===== src/hw/rtl/bfsp_pkg.sv =====
// ----------------------------------------------------------------------------
// bfsp_pkg
// Shared types and constants of the bit-field stack packer.
// ----------------------------------------------------------------------------
package bfsp_pkg;

   // field widths of the request and response words
   localparam int REQ_W     = 3;
   localparam int VALUE_W   = 32;
   localparam int COUNT_W   = 6;
   localparam int INDEX_W   = 8;
   localparam int BYTE_W    = 8;
   localparam int POINTER_W = 12;

   // longest field a push or pop may carry
   localparam int MAX_FIELD_BITS = 32;

   // a field at any bit offset spans at most this many bytes
   localparam int WIN_BYTES = (MAX_FIELD_BITS + 14) / 8;
   localparam int WIN_W     = WIN_BYTES * 8;

   // byte address carried in a command, wide enough for the largest buffer
   localparam int ADDR_MAX_W = 16;

   localparam int QUEUE_DEPTH = 2;

   // request codes
   localparam logic [REQ_W-1:0] REQ_PUSH        = 3'd0;
   localparam logic [REQ_W-1:0] REQ_POP         = 3'd1;
   localparam logic [REQ_W-1:0] REQ_WRITE_BYTE  = 3'd2;
   localparam logic [REQ_W-1:0] REQ_READ_BYTE   = 3'd3;
   localparam logic [REQ_W-1:0] REQ_SET_POINTER = 3'd4;

   // command codes passed from front to back
   localparam int OP_W = 3;
   localparam logic [OP_W-1:0] CMD_NONE  = 3'd0;
   localparam logic [OP_W-1:0] CMD_PUSH  = 3'd1;
   localparam logic [OP_W-1:0] CMD_POP   = 3'd2;
   localparam logic [OP_W-1:0] CMD_WRITE = 3'd3;
   localparam logic [OP_W-1:0] CMD_READ  = 3'd4;

   typedef struct packed {
      logic [REQ_W-1:0]     req_type;
      logic [VALUE_W-1:0]   field_value;
      logic [COUNT_W-1:0]   bit_count;
      logic [INDEX_W-1:0]   byte_index;
      logic [BYTE_W-1:0]    byte_in;
      logic [POINTER_W-1:0] new_pointer;
   } request_type;

   typedef struct packed {
      logic [VALUE_W-1:0]   popped_value;
      logic [BYTE_W-1:0]    byte_out;
      logic [POINTER_W-1:0] pointer_now;
      logic                 error;
   } response_type;

   typedef struct packed {
      logic [OP_W-1:0]       op;
      logic [ADDR_MAX_W-1:0] addr;        // first byte touched
      logic [2:0]            offset;      // bit offset of the field in that byte
      logic [COUNT_W-1:0]    count;
      logic [VALUE_W-1:0]    value;
      logic [BYTE_W-1:0]     byte_data;
      logic [POINTER_W-1:0]  pointer_now;
      logic                  error;
   } command_type;

endpackage


===== src/hw/rtl/bfsp_ram.sv =====
// ----------------------------------------------------------------------------
// bfsp_ram
// Generic single-write, single-read RAM with registered read data.
// ----------------------------------------------------------------------------
module bfsp_ram #(
   parameter int WIDTH = 8,
   parameter int DEPTH = 256
) (
   input  logic                       clock,
   input  logic                       wr_en,
   input  logic [$clog2(DEPTH)-1:0]   wr_addr,
   input  logic [WIDTH-1:0]           wr_data,
   input  logic                       rd_en,
   input  logic [$clog2(DEPTH)-1:0]   rd_addr,
   output logic [WIDTH-1:0]           rd_data
);

   logic [WIDTH-1:0] mem_ff [DEPTH];
   logic [WIDTH-1:0] rd_data_ff;

   always_ff @(posedge clock) begin
      if (wr_en) begin
         mem_ff[wr_addr] <= wr_data;
      end
      if (rd_en) begin
         rd_data_ff <= mem_ff[rd_addr];
      end
   end

   assign rd_data = rd_data_ff;

endmodule


===== src/hw/rtl/bfsp_queue.sv =====
// ----------------------------------------------------------------------------
// bfsp_queue
// Short command queue between the front and the back.
// ----------------------------------------------------------------------------
module bfsp_queue (
   input  logic                  clock,
   input  logic                  reset,
   input  logic                  wr_en,
   input  bfsp_pkg::command_type wr_data,
   output logic                  full,
   output logic                  rd_valid,
   input  logic                  rd_en,
   output bfsp_pkg::command_type rd_data
);

   localparam int DEPTH = bfsp_pkg::QUEUE_DEPTH;
   localparam int QW    = (DEPTH > 1) ? $clog2(DEPTH) : 1;
   localparam int CW    = $clog2(DEPTH + 1);

   bfsp_pkg::command_type slot_ff [DEPTH];
   logic [QW-1:0] wr_ptr_ff, wr_ptr_in;
   logic [QW-1:0] rd_ptr_ff, rd_ptr_in;
   logic [CW-1:0] count_ff, count_in;

   always_comb begin
      wr_ptr_in = wr_ptr_ff;
      rd_ptr_in = rd_ptr_ff;
      count_in  = count_ff;
      if (wr_en) begin
         wr_ptr_in = (wr_ptr_ff == QW'(DEPTH - 1)) ? '0 : wr_ptr_ff + QW'(1);
      end
      if (rd_en) begin
         rd_ptr_in = (rd_ptr_ff == QW'(DEPTH - 1)) ? '0 : rd_ptr_ff + QW'(1);
      end
      if (wr_en && !rd_en) begin
         count_in = count_ff + CW'(1);
      end else if (rd_en && !wr_en) begin
         count_in = count_ff - CW'(1);
      end
   end

   always_ff @(posedge clock) begin
      if (reset) begin
         wr_ptr_ff <= '0;
         rd_ptr_ff <= '0;
         count_ff  <= '0;
      end else begin
         wr_ptr_ff <= wr_ptr_in;
         rd_ptr_ff <= rd_ptr_in;
         count_ff  <= count_in;
      end
   end

   always_ff @(posedge clock) begin
      if (wr_en) begin
         slot_ff[wr_ptr_ff] <= wr_data;
      end
   end

   assign full     = (count_ff == CW'(DEPTH));
   assign rd_valid = (count_ff != '0);
   assign rd_data  = slot_ff[rd_ptr_ff];

endmodule


===== src/hw/rtl/bfsp_front.sv =====
// ----------------------------------------------------------------------------
// bfsp_front
// Takes requests, checks them against the bit pointer and queues commands.
// ----------------------------------------------------------------------------
module bfsp_front #(
   parameter int BUF_BYTES = 256
) (
   input  logic                  clock,
   input  logic                  reset,
   input  logic                  start,
   output logic                  busy,
   input  bfsp_pkg::request_type req_data,
   input  logic                  clearing,
   input  logic                  q_full,
   output logic                  q_wr,
   output bfsp_pkg::command_type q_wr_data
);

   localparam int CAP_BITS = BUF_BYTES * 8;
   localparam int PW       = $clog2(CAP_BITS + 1);
   localparam int SW       = PW + 1;
   localparam logic [PW-1:0] CAP = PW'(CAP_BITS);

   logic [PW-1:0] ptr_ff, ptr_in;
   logic [PW-1:0] pop_start;
   logic accept;
   logic count_bad, push_err, pop_err, index_err, pointer_err;
   bfsp_pkg::command_type cmd;

   assign busy   = q_full || clearing;
   assign accept = start && !busy;

   assign count_bad   = (req_data.bit_count == '0) ||
                        (int'(req_data.bit_count) > bfsp_pkg::MAX_FIELD_BITS);
   assign push_err    = count_bad ||
                        ((SW'(ptr_ff) + SW'(req_data.bit_count)) > SW'(CAP));
   assign pop_err     = count_bad || (SW'(req_data.bit_count) > SW'(ptr_ff));
   assign index_err   = int'(req_data.byte_index) >= BUF_BYTES;
   assign pointer_err = int'(req_data.new_pointer) > CAP_BITS;
   assign pop_start   = ptr_ff - PW'(req_data.bit_count);

   always_comb begin
      ptr_in        = ptr_ff;
      cmd.op        = bfsp_pkg::CMD_NONE;
      cmd.addr      = bfsp_pkg::ADDR_MAX_W'(req_data.byte_index);
      cmd.offset    = '0;
      cmd.count     = req_data.bit_count;
      cmd.value     = req_data.field_value;
      cmd.byte_data = req_data.byte_in;
      cmd.error     = 1'b0;
      unique case (req_data.req_type)
         bfsp_pkg::REQ_PUSH: begin
            if (push_err) begin
               cmd.error = 1'b1;
            end else begin
               cmd.op     = bfsp_pkg::CMD_PUSH;
               cmd.addr   = bfsp_pkg::ADDR_MAX_W'(ptr_ff >> 3);
               cmd.offset = ptr_ff[2:0];
               ptr_in     = ptr_ff + PW'(req_data.bit_count);
            end
         end
         bfsp_pkg::REQ_POP: begin
            if (pop_err) begin
               cmd.error = 1'b1;
            end else begin
               cmd.op     = bfsp_pkg::CMD_POP;
               cmd.addr   = bfsp_pkg::ADDR_MAX_W'(pop_start >> 3);
               cmd.offset = pop_start[2:0];
               ptr_in     = pop_start;
            end
         end
         bfsp_pkg::REQ_WRITE_BYTE: begin
            if (index_err) begin
               cmd.error = 1'b1;
            end else begin
               cmd.op = bfsp_pkg::CMD_WRITE;
            end
         end
         bfsp_pkg::REQ_READ_BYTE: begin
            if (index_err) begin
               cmd.error = 1'b1;
            end else begin
               cmd.op = bfsp_pkg::CMD_READ;
            end
         end
         bfsp_pkg::REQ_SET_POINTER: begin
            if (pointer_err) begin
               cmd.error = 1'b1;
            end else begin
               ptr_in = PW'(req_data.new_pointer);
            end
         end
         default: begin
            // undefined request: plain echo of the pointer
         end
      endcase
      cmd.pointer_now = bfsp_pkg::POINTER_W'(ptr_in);
   end

   assign q_wr      = accept;
   assign q_wr_data = cmd;

   always_ff @(posedge clock) begin
      if (reset) begin
         ptr_ff <= '0;
      end else if (accept) begin
         ptr_ff <= ptr_in;
      end
   end

   a_ptr_in_range: assert property (@(posedge clock) disable iff (reset)
      ptr_ff <= CAP)
      else $error("bit pointer beyond buffer");

   a_refused_keeps_ptr: assert property (@(posedge clock) disable iff (reset)
      accept && cmd.error |=> $stable(ptr_ff))
      else $error("refused request moved the pointer");

endmodule


===== src/hw/rtl/bfsp_back.sv =====
// ----------------------------------------------------------------------------
// bfsp_back
// Executes queued commands on the byte buffer and drives the response.
// ----------------------------------------------------------------------------
module bfsp_back #(
   parameter int BUF_BYTES = 256
) (
   input  logic                   clock,
   input  logic                   reset,
   input  logic                   q_valid,
   input  bfsp_pkg::command_type  q_data,
   output logic                   q_rd,
   output logic                   clearing,
   output logic                   rsp_valid,
   output bfsp_pkg::response_type rsp_data
);

   localparam int AW    = $clog2(BUF_BYTES);
   localparam int WIN_W = bfsp_pkg::WIN_W;
   localparam int CW    = $clog2(bfsp_pkg::WIN_BYTES + 1);
   localparam int SUMW  = $clog2(WIN_W + 1) + 1;
   localparam int BW    = bfsp_pkg::BYTE_W;

   localparam logic [2:0] ST_CLEAR = 3'd0;
   localparam logic [2:0] ST_IDLE  = 3'd1;
   localparam logic [2:0] ST_MERGE = 3'd2;
   localparam logic [2:0] ST_PUSH  = 3'd3;
   localparam logic [2:0] ST_POP   = 3'd4;
   localparam logic [2:0] ST_READ  = 3'd5;

   logic [2:0]       state_ff, state_in;
   logic [AW-1:0]    clr_addr_ff, clr_addr_in;
   logic [AW-1:0]    base_ff, base_in;
   logic [WIN_W-1:0] win_ff, win_in;
   logic [WIN_W-1:0] msk_ff, msk_in;
   logic [WIN_W-1:0] acc_ff, acc_in;
   logic [CW-1:0]    nbytes_ff, nbytes_in;
   logic [CW-1:0]    issued_ff, issued_in;
   logic [CW-1:0]    got_ff, got_in;
   logic [2:0]       tail_ff, tail_in;
   logic [bfsp_pkg::COUNT_W-1:0]   count_ff, count_in;
   logic [bfsp_pkg::POINTER_W-1:0] ptr_now_ff, ptr_now_in;
   logic                   rsp_valid_ff, rsp_valid_in;
   bfsp_pkg::response_type rsp_data_ff, rsp_data_in;

   // decode of the queue head
   logic [AW-1:0]    head_addr;
   logic [SUMW-1:0]  head_sum;
   logic [SUMW-1:0]  head_shift;
   logic [WIN_W-1:0] head_lowmask;
   logic [WIN_W-1:0] head_win;
   logic [WIN_W-1:0] head_msk;
   logic [CW-1:0]    head_nbytes;
   logic [2:0]       head_tail;

   logic [WIN_W-1:0] acc_next;
   logic [WIN_W-1:0] pop_mask;
   logic [BW-1:0]    win_top, msk_top;

   logic           ram_wr_en, ram_rd_en;
   logic [AW-1:0]  ram_wr_addr, ram_rd_addr;
   logic [BW-1:0]  ram_wr_data, ram_rd_data;

   bfsp_ram #(
      .WIDTH (BW),
      .DEPTH (BUF_BYTES)
   ) u_ram (
      .clock   (clock),
      .wr_en   (ram_wr_en),
      .wr_addr (ram_wr_addr),
      .wr_data (ram_wr_data),
      .rd_en   (ram_rd_en),
      .rd_addr (ram_rd_addr),
      .rd_data (ram_rd_data)
   );

   assign head_addr    = AW'(q_data.addr);
   assign head_sum     = SUMW'(q_data.offset) + SUMW'(q_data.count);
   assign head_shift   = SUMW'(WIN_W) - head_sum;
   assign head_nbytes  = CW'((head_sum + SUMW'(7)) >> 3);
   assign head_tail    = 3'(SUMW'(0) - head_sum);
   assign head_lowmask = (WIN_W'(1) << q_data.count) - WIN_W'(1);
   assign head_win     = (WIN_W'(q_data.value) & head_lowmask) << head_shift;
   assign head_msk     = head_lowmask << head_shift;

   assign acc_next = {acc_ff[WIN_W-BW-1:0], ram_rd_data};
   assign pop_mask = (WIN_W'(1) << count_ff) - WIN_W'(1);
   assign win_top  = win_ff[WIN_W-1 -: BW];
   assign msk_top  = msk_ff[WIN_W-1 -: BW];

   always_comb begin
      state_in     = state_ff;
      clr_addr_in  = clr_addr_ff;
      base_in      = base_ff;
      win_in       = win_ff;
      msk_in       = msk_ff;
      acc_in       = acc_ff;
      nbytes_in    = nbytes_ff;
      issued_in    = issued_ff;
      got_in       = got_ff;
      tail_in      = tail_ff;
      count_in     = count_ff;
      ptr_now_in   = ptr_now_ff;
      rsp_valid_in = 1'b0;
      rsp_data_in  = rsp_data_ff;
      q_rd         = 1'b0;
      ram_wr_en    = 1'b0;
      ram_wr_addr  = base_ff + AW'(issued_ff);
      ram_wr_data  = win_top & msk_top;
      ram_rd_en    = 1'b0;
      ram_rd_addr  = base_ff + AW'(issued_ff);

      unique case (state_ff)
         ST_CLEAR: begin
            ram_wr_en   = 1'b1;
            ram_wr_addr = clr_addr_ff;
            ram_wr_data = '0;
            clr_addr_in = clr_addr_ff + AW'(1);
            if (clr_addr_ff == AW'(BUF_BYTES - 1)) begin
               state_in = ST_IDLE;
            end
         end
         ST_IDLE: begin
            if (q_valid) begin
               q_rd       = 1'b1;
               ptr_now_in = q_data.pointer_now;
               base_in    = head_addr;
               unique case (q_data.op)
                  bfsp_pkg::CMD_PUSH: begin
                     win_in    = head_win;
                     msk_in    = head_msk;
                     nbytes_in = head_nbytes;
                     issued_in = '0;
                     if (q_data.offset != '0) begin
                        // byte already begun: fetch it to keep its leading bits
                        ram_rd_en   = 1'b1;
                        ram_rd_addr = head_addr;
                        state_in    = ST_MERGE;
                     end else begin
                        state_in = ST_PUSH;
                     end
                  end
                  bfsp_pkg::CMD_POP: begin
                     nbytes_in   = head_nbytes;
                     tail_in     = head_tail;
                     count_in    = q_data.count;
                     acc_in      = '0;
                     got_in      = '0;
                     issued_in   = CW'(1);
                     ram_rd_en   = 1'b1;
                     ram_rd_addr = head_addr;
                     state_in    = ST_POP;
                  end
                  bfsp_pkg::CMD_WRITE: begin
                     ram_wr_en   = 1'b1;
                     ram_wr_addr = head_addr;
                     ram_wr_data = q_data.byte_data;
                     rsp_valid_in             = 1'b1;
                     rsp_data_in.popped_value = '0;
                     rsp_data_in.byte_out     = '0;
                     rsp_data_in.pointer_now  = q_data.pointer_now;
                     rsp_data_in.error        = 1'b0;
                  end
                  bfsp_pkg::CMD_READ: begin
                     ram_rd_en   = 1'b1;
                     ram_rd_addr = head_addr;
                     state_in    = ST_READ;
                  end
                  default: begin
                     rsp_valid_in             = 1'b1;
                     rsp_data_in.popped_value = '0;
                     rsp_data_in.byte_out     = '0;
                     rsp_data_in.pointer_now  = q_data.pointer_now;
                     rsp_data_in.error        = q_data.error;
                  end
               endcase
            end
         end
         ST_MERGE: begin
            ram_wr_en   = 1'b1;
            ram_wr_addr = base_ff;
            ram_wr_data = (ram_rd_data & ~msk_top) | (win_top & msk_top);
            win_in      = win_ff << BW;
            msk_in      = msk_ff << BW;
            issued_in   = CW'(1);
            if (nbytes_ff == CW'(1)) begin
               rsp_valid_in             = 1'b1;
               rsp_data_in.popped_value = '0;
               rsp_data_in.byte_out     = '0;
               rsp_data_in.pointer_now  = ptr_now_ff;
               rsp_data_in.error        = 1'b0;
               state_in                 = ST_IDLE;
            end else begin
               state_in = ST_PUSH;
            end
         end
         ST_PUSH: begin
            // fresh byte: bits outside the field come out zero
            ram_wr_en = 1'b1;
            win_in    = win_ff << BW;
            msk_in    = msk_ff << BW;
            issued_in = issued_ff + CW'(1);
            if (issued_ff == nbytes_ff - CW'(1)) begin
               rsp_valid_in             = 1'b1;
               rsp_data_in.popped_value = '0;
               rsp_data_in.byte_out     = '0;
               rsp_data_in.pointer_now  = ptr_now_ff;
               rsp_data_in.error        = 1'b0;
               state_in                 = ST_IDLE;
            end
         end
         ST_POP: begin
            acc_in = acc_next;
            got_in = got_ff + CW'(1);
            if (issued_ff != nbytes_ff) begin
               ram_rd_en = 1'b1;
               issued_in = issued_ff + CW'(1);
            end
            if (got_ff == nbytes_ff - CW'(1)) begin
               rsp_valid_in             = 1'b1;
               rsp_data_in.popped_value =
                  bfsp_pkg::VALUE_W'((acc_next >> tail_ff) & pop_mask);
               rsp_data_in.byte_out     = '0;
               rsp_data_in.pointer_now  = ptr_now_ff;
               rsp_data_in.error        = 1'b0;
               state_in                 = ST_IDLE;
            end
         end
         ST_READ: begin
            rsp_valid_in             = 1'b1;
            rsp_data_in.popped_value = '0;
            rsp_data_in.byte_out     = ram_rd_data;
            rsp_data_in.pointer_now  = ptr_now_ff;
            rsp_data_in.error        = 1'b0;
            state_in                 = ST_IDLE;
         end
         default: begin
            state_in = ST_IDLE;
         end
      endcase
   end

   always_ff @(posedge clock) begin
      if (reset) begin
         state_ff     <= ST_CLEAR;
         clr_addr_ff  <= '0;
         nbytes_ff    <= '0;
         issued_ff    <= '0;
         got_ff       <= '0;
         rsp_valid_ff <= 1'b0;
      end else begin
         state_ff     <= state_in;
         clr_addr_ff  <= clr_addr_in;
         nbytes_ff    <= nbytes_in;
         issued_ff    <= issued_in;
         got_ff       <= got_in;
         rsp_valid_ff <= rsp_valid_in;
      end
   end

   always_ff @(posedge clock) begin
      base_ff     <= base_in;
      win_ff      <= win_in;
      msk_ff      <= msk_in;
      acc_ff      <= acc_in;
      tail_ff     <= tail_in;
      count_ff    <= count_in;
      ptr_now_ff  <= ptr_now_in;
      rsp_data_ff <= rsp_data_in;
   end

   assign clearing  = (state_ff == ST_CLEAR);
   assign rsp_valid = rsp_valid_ff;
   assign rsp_data  = rsp_data_ff;

   a_no_rsp_while_clearing: assert property (@(posedge clock) disable iff (reset)
      state_ff == ST_CLEAR |-> !rsp_valid_ff)
      else $error("response during buffer clear");

   a_pop_never_writes: assert property (@(posedge clock) disable iff (reset)
      state_ff == ST_POP |-> !ram_wr_en)
      else $error("buffer written during pop");

   a_error_rsp_zero: assert property (@(posedge clock) disable iff (reset)
      rsp_valid_ff && rsp_data_ff.error |->
         rsp_data_ff.popped_value == '0 && rsp_data_ff.byte_out == '0)
      else $error("refused request returned data");

endmodule


===== src/hw/rtl/bit_field_stack_packer_top.sv =====
// ----------------------------------------------------------------------------
// bit_field_stack_packer_top
// Bit stack over a byte buffer: MSB-first push/pop of 1..32 bit fields.
// ----------------------------------------------------------------------------
//
//   channel   ports                         handshake
//   --------  ----------------------------  ------------------------------
//   request   start, busy, req_data         taken when start && !busy
//   response  rsp_valid, rsp_data           one-cycle strobe, never stalled
//
// The back end's byte loop over the buffer RAM sets the pace, one byte per
// cycle once the command is off the queue. A push spans N bytes (N = 1..5);
// one that starts in an already begun byte reads it while leaving the queue
// and merges it in place. A pop reads its N bytes through the registered RAM
// read port, as does a byte read; a byte write and every refused, pointer-set
// or unknown request is answered from the idle state. The request word passes
// through the command queue before the back end registers its response word.
// Reset: the buffer RAM is cleared one byte a cycle, all BUF_BYTES bytes, with
// busy high. Stalls: busy rises when the two-entry command queue is full.
//
module bit_field_stack_packer_top #(
   parameter int BUF_BYTES = 256
) (
   input  logic                   clock,
   input  logic                   reset,
   input  logic                   start,
   output logic                   busy,
   input  bfsp_pkg::request_type  req_data,
   output logic                   rsp_valid,
   output bfsp_pkg::response_type rsp_data
);

   // front -> queue
   logic                  q_wr;
   bfsp_pkg::command_type q_wr_data;
   logic                  q_full;

   // queue -> back
   logic                  q_valid;
   logic                  q_rd;
   bfsp_pkg::command_type q_rd_data;

   // back -> front: no requests while the buffer is being cleared
   logic                  clearing;

   // Front: checks counts and ranges against the bit pointer, which it owns,
   // so the next word can be checked before the back has touched memory.
   bfsp_front #(
      .BUF_BYTES (BUF_BYTES)
   ) u_front (
      .clock     (clock),
      .reset     (reset),
      .start     (start),
      .busy      (busy),
      .req_data  (req_data),
      .clearing  (clearing),
      .q_full    (q_full),
      .q_wr      (q_wr),
      .q_wr_data (q_wr_data)
   );

   bfsp_queue u_queue (
      .clock    (clock),
      .reset    (reset),
      .wr_en    (q_wr),
      .wr_data  (q_wr_data),
      .full     (q_full),
      .rd_valid (q_valid),
      .rd_en    (q_rd),
      .rd_data  (q_rd_data)
   );

   // Back: byte-by-byte read/modify/write of the buffer RAM, in queue order.
   bfsp_back #(
      .BUF_BYTES (BUF_BYTES)
   ) u_back (
      .clock     (clock),
      .reset     (reset),
      .q_valid   (q_valid),
      .q_data    (q_rd_data),
      .q_rd      (q_rd),
      .clearing  (clearing),
      .rsp_valid (rsp_valid),
      .rsp_data  (rsp_data)
   );

endmodule

===== config.mk =====
export PLATFORM = sky130hd
export DESIGN_NAME = bit_field_stack_packer_top
export DESIGN_NICKNAME = d
export VERILOG_FILES = /design/src/hw/rtl/bfsp_pkg.sv /design/src/hw/rtl/bfsp_ram.sv /design/src/hw/rtl/bfsp_queue.sv /design/src/hw/rtl/bfsp_front.sv /design/src/hw/rtl/bfsp_back.sv /design/src/hw/rtl/bit_field_stack_packer_top.sv
export SDC_FILE = /design/constraint.sdc
export NUM_CORES = 2
export LEC_CHECK = 0
export BUFFER_PORTS_ARGS = -buffer_cell sky130_fd_sc_hd__buf_2
export CORE_MARGIN = 2
export CORE_UTILIZATION = 50
export CTS_CLUSTER_SIZE = 25
export DETAILED_ROUTE_END_ITERATION = 10
export HOLD_SLACK_MARGIN = 0.06
export PLACE_DENSITY = 0.66
export SYNTH_ARGS = -nofsm -noshare
export SYNTH_HDL_FRONTEND = slang
export SYNTH_SLANG_ARGS = --single-unit

===== constraint.sdc =====
create_clock -name clock -period 12.6 [get_ports clock]
set_input_delay 2.52 -clock clock [delete_from_list [all_inputs] [get_ports clock]]
set_output_delay 2.52 -clock clock [all_outputs]
set_load 0.01 [all_outputs]

# Word level (Yosys, flattened, before mapping)
# Memories as Yosys holds them, arrays and structs flattened. A register that Yosys moved wholly into a read port is not among the register bits.
# Cells that the tools add are included.
[op_classes] eq_ne=30 reduce_logical=33 bitwise_logic=6 n_mux=78 n_shift=5 addsub=18 magnitude_cmp=4
[op_table] operator="53-bit case mux with 5 select lines" count=1
[op_table] operator="53-bit 2-to-1 mux" count=4
[op_table] operator="40-bit 2-to-1 mux" count=4
[op_table] operator="40-bit case mux with 2 select lines" count=2
[op_table] operator="53-bit case mux with 2 select lines" count=1
[op_table] operator="40-bit by 7-bit left shift with 40-bit output" count=2
[op_table] operator="32-bit 2-to-1 mux" count=2
[op_table] operator="32-bit case mux with 2 select lines" count=1
[op_table] operator="8-bit 2-to-1 mux" count=7
[op_table] operator="8-bit case mux with 3 select lines" count=2
[op_table] operator="32-bit by 40-bit bitwise AND with 40-bit output" count=1
[op_table] operator="1-bit by 6-bit left shift with 40-bit output (first input constant)" count=1
[op_table] operator="40-bit by 3-bit right shift with 32-bit output" count=1
[op_table] operator="40-bit by 2-bit subtractor with 40-bit output (second input constant)" count=1
[op_table] operator="19-bit case mux with 2 select lines" count=1
[op_table] operator="12-bit 2-to-1 mux" count=3
[op_table] operator="12-bit case mux with 3 select lines" count=1
[op_table] operator="32-bit bitwise AND" count=1
[op_table] operator="1-bit by 6-bit left shift with 32-bit output (first input constant)" count=1
[op_table] operator="32-bit by 2-bit subtractor with 32-bit output (second input constant)" count=1
[op_table] operator="1-bit 2-to-1 mux" count=24
[op_table] operator="3-bit 2-to-1 mux" count=8
[op_table] operator="3-bit case mux with 4 select lines" count=2
[op_table] operator="21-bit 2-to-1 mux" count=1
[op_table] operator="other kinds (57)" count=101
[word_totals] ramBits=2210 mem_count=2 reg_bits=231 output_inout_bits=55 word_cells=197
[memory_table] name="u_back.u_ram.mem_ff" depth=256 word_bits=8 read_ports=1 rd_clocked_by_memory_dff=1 write_ports=1 line_no="bfsp_ram.sv:18" text="logic [WIDTH-1:0] mem_ff [DEPTH];"
[memory_table] name="u_queue.slot_ff" depth=2 word_bits=81 read_ports=1 rd_clocked_by_memory_dff=1 write_ports=1 line_no="bfsp_queue.sv:20" text="bfsp_pkg::command_type slot_ff [DEPTH];"

# Depth between registers and ports, before layout
[depth] word_depth=8 depth_mapped=26 mapped_depth_nobuf=15

# Cells and area by module
# From an unflattened synthesis, not the netlist that was laid out.
[hier_totals] cells_unflattened=6410 hier_area_um2=105768.9
[by_module_without_submodules] module="bfsp_ram" area_each_um2=79636.4 seq_area_each_um2=61739.2 n_inst=1 cells_per_inst=3733
[by_module_without_submodules] module="bfsp_back" area_each_um2=17262.8 seq_area_each_um2=6216.0 n_inst=1 cells_per_inst=2000
[by_module_without_submodules] module="bfsp_queue" area_each_um2=6084.6 seq_area_each_um2=4964.8 n_inst=1 cells_per_inst=274
[by_module_without_submodules] module="bfsp_front" area_each_um2=2785.2 seq_area_each_um2=240.2 n_inst=1 cells_per_inst=403

# Worst setup path after synthesis
# No wires, ideal clock.
[synth_timing] kind="reg2reg" start="reg (tool-made name)" end="mem u_back.u_ram.mem_ff[0][0], data pin" arrival_time_ns=9.755 setup_time_ns=1.627 path_buffers=9 stages_incl_launch_ff=12 synth_period_minus_slack_ns=11.382 setup_slack_ns=1.218 required_time_ns=10.973 path_cell_list="dfxtp_1 -> buf_4 -> buf_6 -> buf_2 -> buf_2 -> buf_2 -> buf_4 -> buf_2 -> buf_1 -> buf_2 -> mux2i_1 -> o221ai_1"
[synth_rtl] item="to (decl)" line_no="bfsp_ram.sv:18"

# Final worst setup path
[layout_timing] start="reg u_back.state_ff[0]" end="reg u_back.u_ram.rd_data_ff[4] (netlist: u_back.u_ram.rd_data[4]), read port of u_back.u_ram.mem_ff, data pin"
[layout_via] elab_chain_cells=2 elab_cells_between_ends=4 classes_between="2 x eq/ne; 2 x mux"
[layout_rtl] item="from (decl)" line_no="bfsp_back.sv:31" text="logic [2:0] state_ff, state_in;"
[layout_rtl] item="from (signal assigned)" line_no="bfsp_back.sv:252" text="state_ff <= state_in;"
[layout_rtl] item="3-bit equality test or 3-bit by 1-bit equality test with 1-bit output (tied branches)" line_no="bfsp_back.sv:113" text="unique case (state_ff)"
[layout_rtl] item="1-bit case mux with 2 select lines or 8-bit 2-to-1 mux (tied branches)" line_no="bfsp_back.sv:113"
[layout_rtl] item="to (decl)" line_no="bfsp_ram.sv:19" text="logic [WIDTH-1:0] rd_data_ff;"
# Parallel ways exist; a longest one is shown, timed or not.
# A chain may end at the register's enable or synchronous reset.

==> results.ini <==
[cells_and_area]
drive_gt1_share_pct=11.1
area_delta_synth_final_pct=10.6
layout_common_cells=edfxtp_1, nand2_1, nor2_1
fin_area_mm2=0.117
final_common_cell=edfxtp_1
final_nets=8167
final_util_pct=55.5

[floorplan]
core_area_mm2=0.211
ios=127
start_util_pct=50.2
die_area_mm2=0.216
fp-row-count=169
die_h_um=465
dieWidth_um=465

[synthesis]
synth_compound_area_share_pct=9.52
synthTopCellsByArea=edfxtp_1, nand2_1, mux2i_1
synth_top_area_cell=edfxtp_1
yosys.area_share.simple_pct=12.0
synth.distinct_cells=116
synth_mux_area_share_pct=6.49
synth_cells=8090
syn_area_mm2=0.106
yosysTopAreaCellShare_pct=67.8
synthXorXnorAreaFrac_pct=0.628
synth_top_family_by_area=simple AND/OR/NAND/NOR gates
synthAdderAreaFrac_pct=0.406
synth_seq_area_share_pct=68.5
synth_edf_count=2395
syn-mean-instance-area_um2=13.1
ys_async_sr_fraction_pct=0
yosys_warnings=0
synth_seq_cells=2433
synth_nets=8194
synth_flop_cell=edfxtp_1

[sta]
hold_viol=0
worstMarginPinSlew_ns=1.41
final-setup-viol-count=0
relSlewSlack_pct=3.47
finalSetupTns_ns=0
clock_skew_ns=0.0908
rsz0062_at_grt=false
final.min_clock_period_ns=7.29
maxSlewViolCount=0
max_freq_mhz=137
fin_crit_sh_pct=57.8
worst_slack_ns=5.31
holdWs_ns=0.521

[power]
seqPwrFrac_pct=55.2
sw_frac_of_total_pct=20.0
peakVddDrop_mv=0.129
p_int_uw=12700
power_density_mw_per_mm2=135
pwr-share-comb_pct=0.7
clockPowerShare_pct=44.1
p_leak_uw=0.0380
p_switching_uw=3170

[cts]
post_cts_buffers=0
clkSinkCount=2433
cts_tree=built
ctsResizeCount=0
hold_buffers=0
htree_num_levels=4
clock_path_buffers=3
clk_latency_ns=0.93
numCtsBuffers=233
clk_pin_slew_worst_paths_ns=0.06
cts-root-buf=clkbuf_16

[global_route]
grt_start_max_net_pins=228
globalRouteOverflowTotal=0
antenna_found_initial=17
first_global_vias=67541
grt_usage_pct=28.9
grt_pass1_wl_um=464000

[worst_setup_path]
criticalPathCategory=reg2reg
cp.arrival_ns=7.93
critPathLaunchType=flop
crit_start=u_back.state_ff[0]$_SDFFE_PP0P_
cp_max_fo=145
critPathCaptureType=flop
r2r_start=u_back.state_ff[0]$_SDFFE_PP0P_
cp_data_required_time_ns=13.24
reg2reg_depth=12
rrSetupSlack_ns=5.31

[outcome]
status=complete, no violations

[place]
detailed_place_hpwl_um=197000
port_buffers=126
place.gp.congestion=0.970
pre_cts_slack_ns=5.45
post_dp_cell_area_mm2=0.110

[route]
drc=0
vias=71567
drtIter0Drc=10336
topRoutingLayerUsed=met5
dr.pass1.iters=6
wirelength_um=318000
wl_met2_um=146000
avgRoutedWirePerCell_um=28.6
antenna_left=0
met3WireLength_um=32300
via_per_inst=6.45
wl_met1_um=125000

[min_path]
whs_path_depth=2
min-delay-start=u_queue.rd_ptr_ff$_SDFFE_PP0P_
hold_path_class=reg2reg

[run]
cap_violations=0

## power by group through the flow
stage | clock [uW] | combinational [uW] | sequential, uW
after detailed placement | 0 | 109 | 8940
final | 7010 | 113 | 8770
after CTS | 7060 | 110 | 8770
after floorplan | 0 | 49.0 | 8940
after global routing | 7380 | 118 | 8760
after global placement | 0 | 109 | 8940
## routing by layer
layer	global-route usage (%)	vias up
met4	11.3	12
met5	0	-
li1	-	30736
met3	4.80	694
met1	40.9	35805
met2	44.8	4320
## layout make-up
class                      instances  area, um^2
clock inverter                   148        1590
antenna                            3        7.51
timing repair buffer             277        1930
inverter                          79         297
tap                             2821        3530
fill                           17047       94100
clock buffer                     291        6070
sequential                      2433       72700
multi-input combinational       5039       31200
## worst max-delay path, cell delays in order, from the launching register on
cell and delay [ns]:
dfxtp_1 0.60, or3b_1 0.66, nor3_2 0.47, a22o_2 0.22
buf_4 0.53, a21o_4 0.53, buf_12 0.61, buf_4 0.85
mux4_2 0.59, a2111oi_0 0.92, a221oi_1 0.18, a221oi_1 0.63
a31oi_1 0.09
## cells in the mapped netlist (46+ instances only)
| cell | number |
|---|---|
| o221ai_1 | 46 |
| o21ai_0 | 149 |
| nand4_1 | 61 |
| xnor2_1 | 47 |
| a31oi_1 | 92 |
| buf_2 | 118 |
| mux2_2 | 59 |
| nor3_1 | 91 |
| a211oi_1 | 92 |
| clkbuf_1 | 341 |
| a21oi_1 | 421 |
| nand3_1 | 511 |
| inv_1 | 75 |
| mux2i_1 | 309 |
| mux4_2 | 137 |
| nand2_1 | 1546 |
| edfxtp_1 | 2395 |
| and2_1 | 59 |
| a22oi_1 | 60 |
| a2111oi_0 | 124 |
| buf_1 | 46 |
| nor2_1 | 516 |
## flip-flops by register name (all words and copies together), names as in the netlist, named ones only
register / cells
u_back.msk_ff: 40
u_back.rsp_valid: 1
u_back.tail_ff: 3
u_back.clr_addr_ff: 8
u_queue.wr_ptr_ff: 1
u_back.rsp_data: 53
u_back.win_ff: 40
u_back.nbytes_ff: 3
u_back.state_ff: 3
u_back.got_ff: 3
u_back.ptr_now_ff: 12
u_queue.count_ff: 2
u_queue.rd_ptr_ff: 1
u_front.ptr_ff: 12
u_back.u_ram.mem_ff: 2048
u_back.issued_ff: 3
u_back.count_ff: 6
u_back.base_ff: 8
u_back.u_ram.rd_data: 8
u_queue.slot_ff: 146
u_back.acc_ff: 31
## final timing paths
kind	end
max reg2reg	u_back.u_ram.rd_data[4]$_DFFE_PP_
max	u_back.u_ram.rd_data[4]$_DFFE_PP_
min	flop
min reg2reg	flop
## logic make-up (layout without fill, tap and decap cells)
| group | count (synthesis) | count (layout) |
|---|---|---|
| AND/OR/NAND/NOR | 2953 | 2953 |
| flip-flops | 2433 | 2433 |
| AO/OA/AOI/OAI | 1470 | 1470 |
| buffers and inverters | 618 | 795 |
| multiplexers | 508 | 508 |
| XOR/XNOR | 76 | 76 |
| adder cells (fa/ha/maj) | 32 | 32 |
| other | 0 | 3 |
## stage by stage
stage | std cells | total power (uW)
floorplan | 8090 | 8990
global placement | 10649 | 9050
detailed placement | 10649 | 9050
CTS | 11088 | 15900
global route | 11089 | 16300
finish | 11091 | 15900
(Power assumes the default switching activity.)
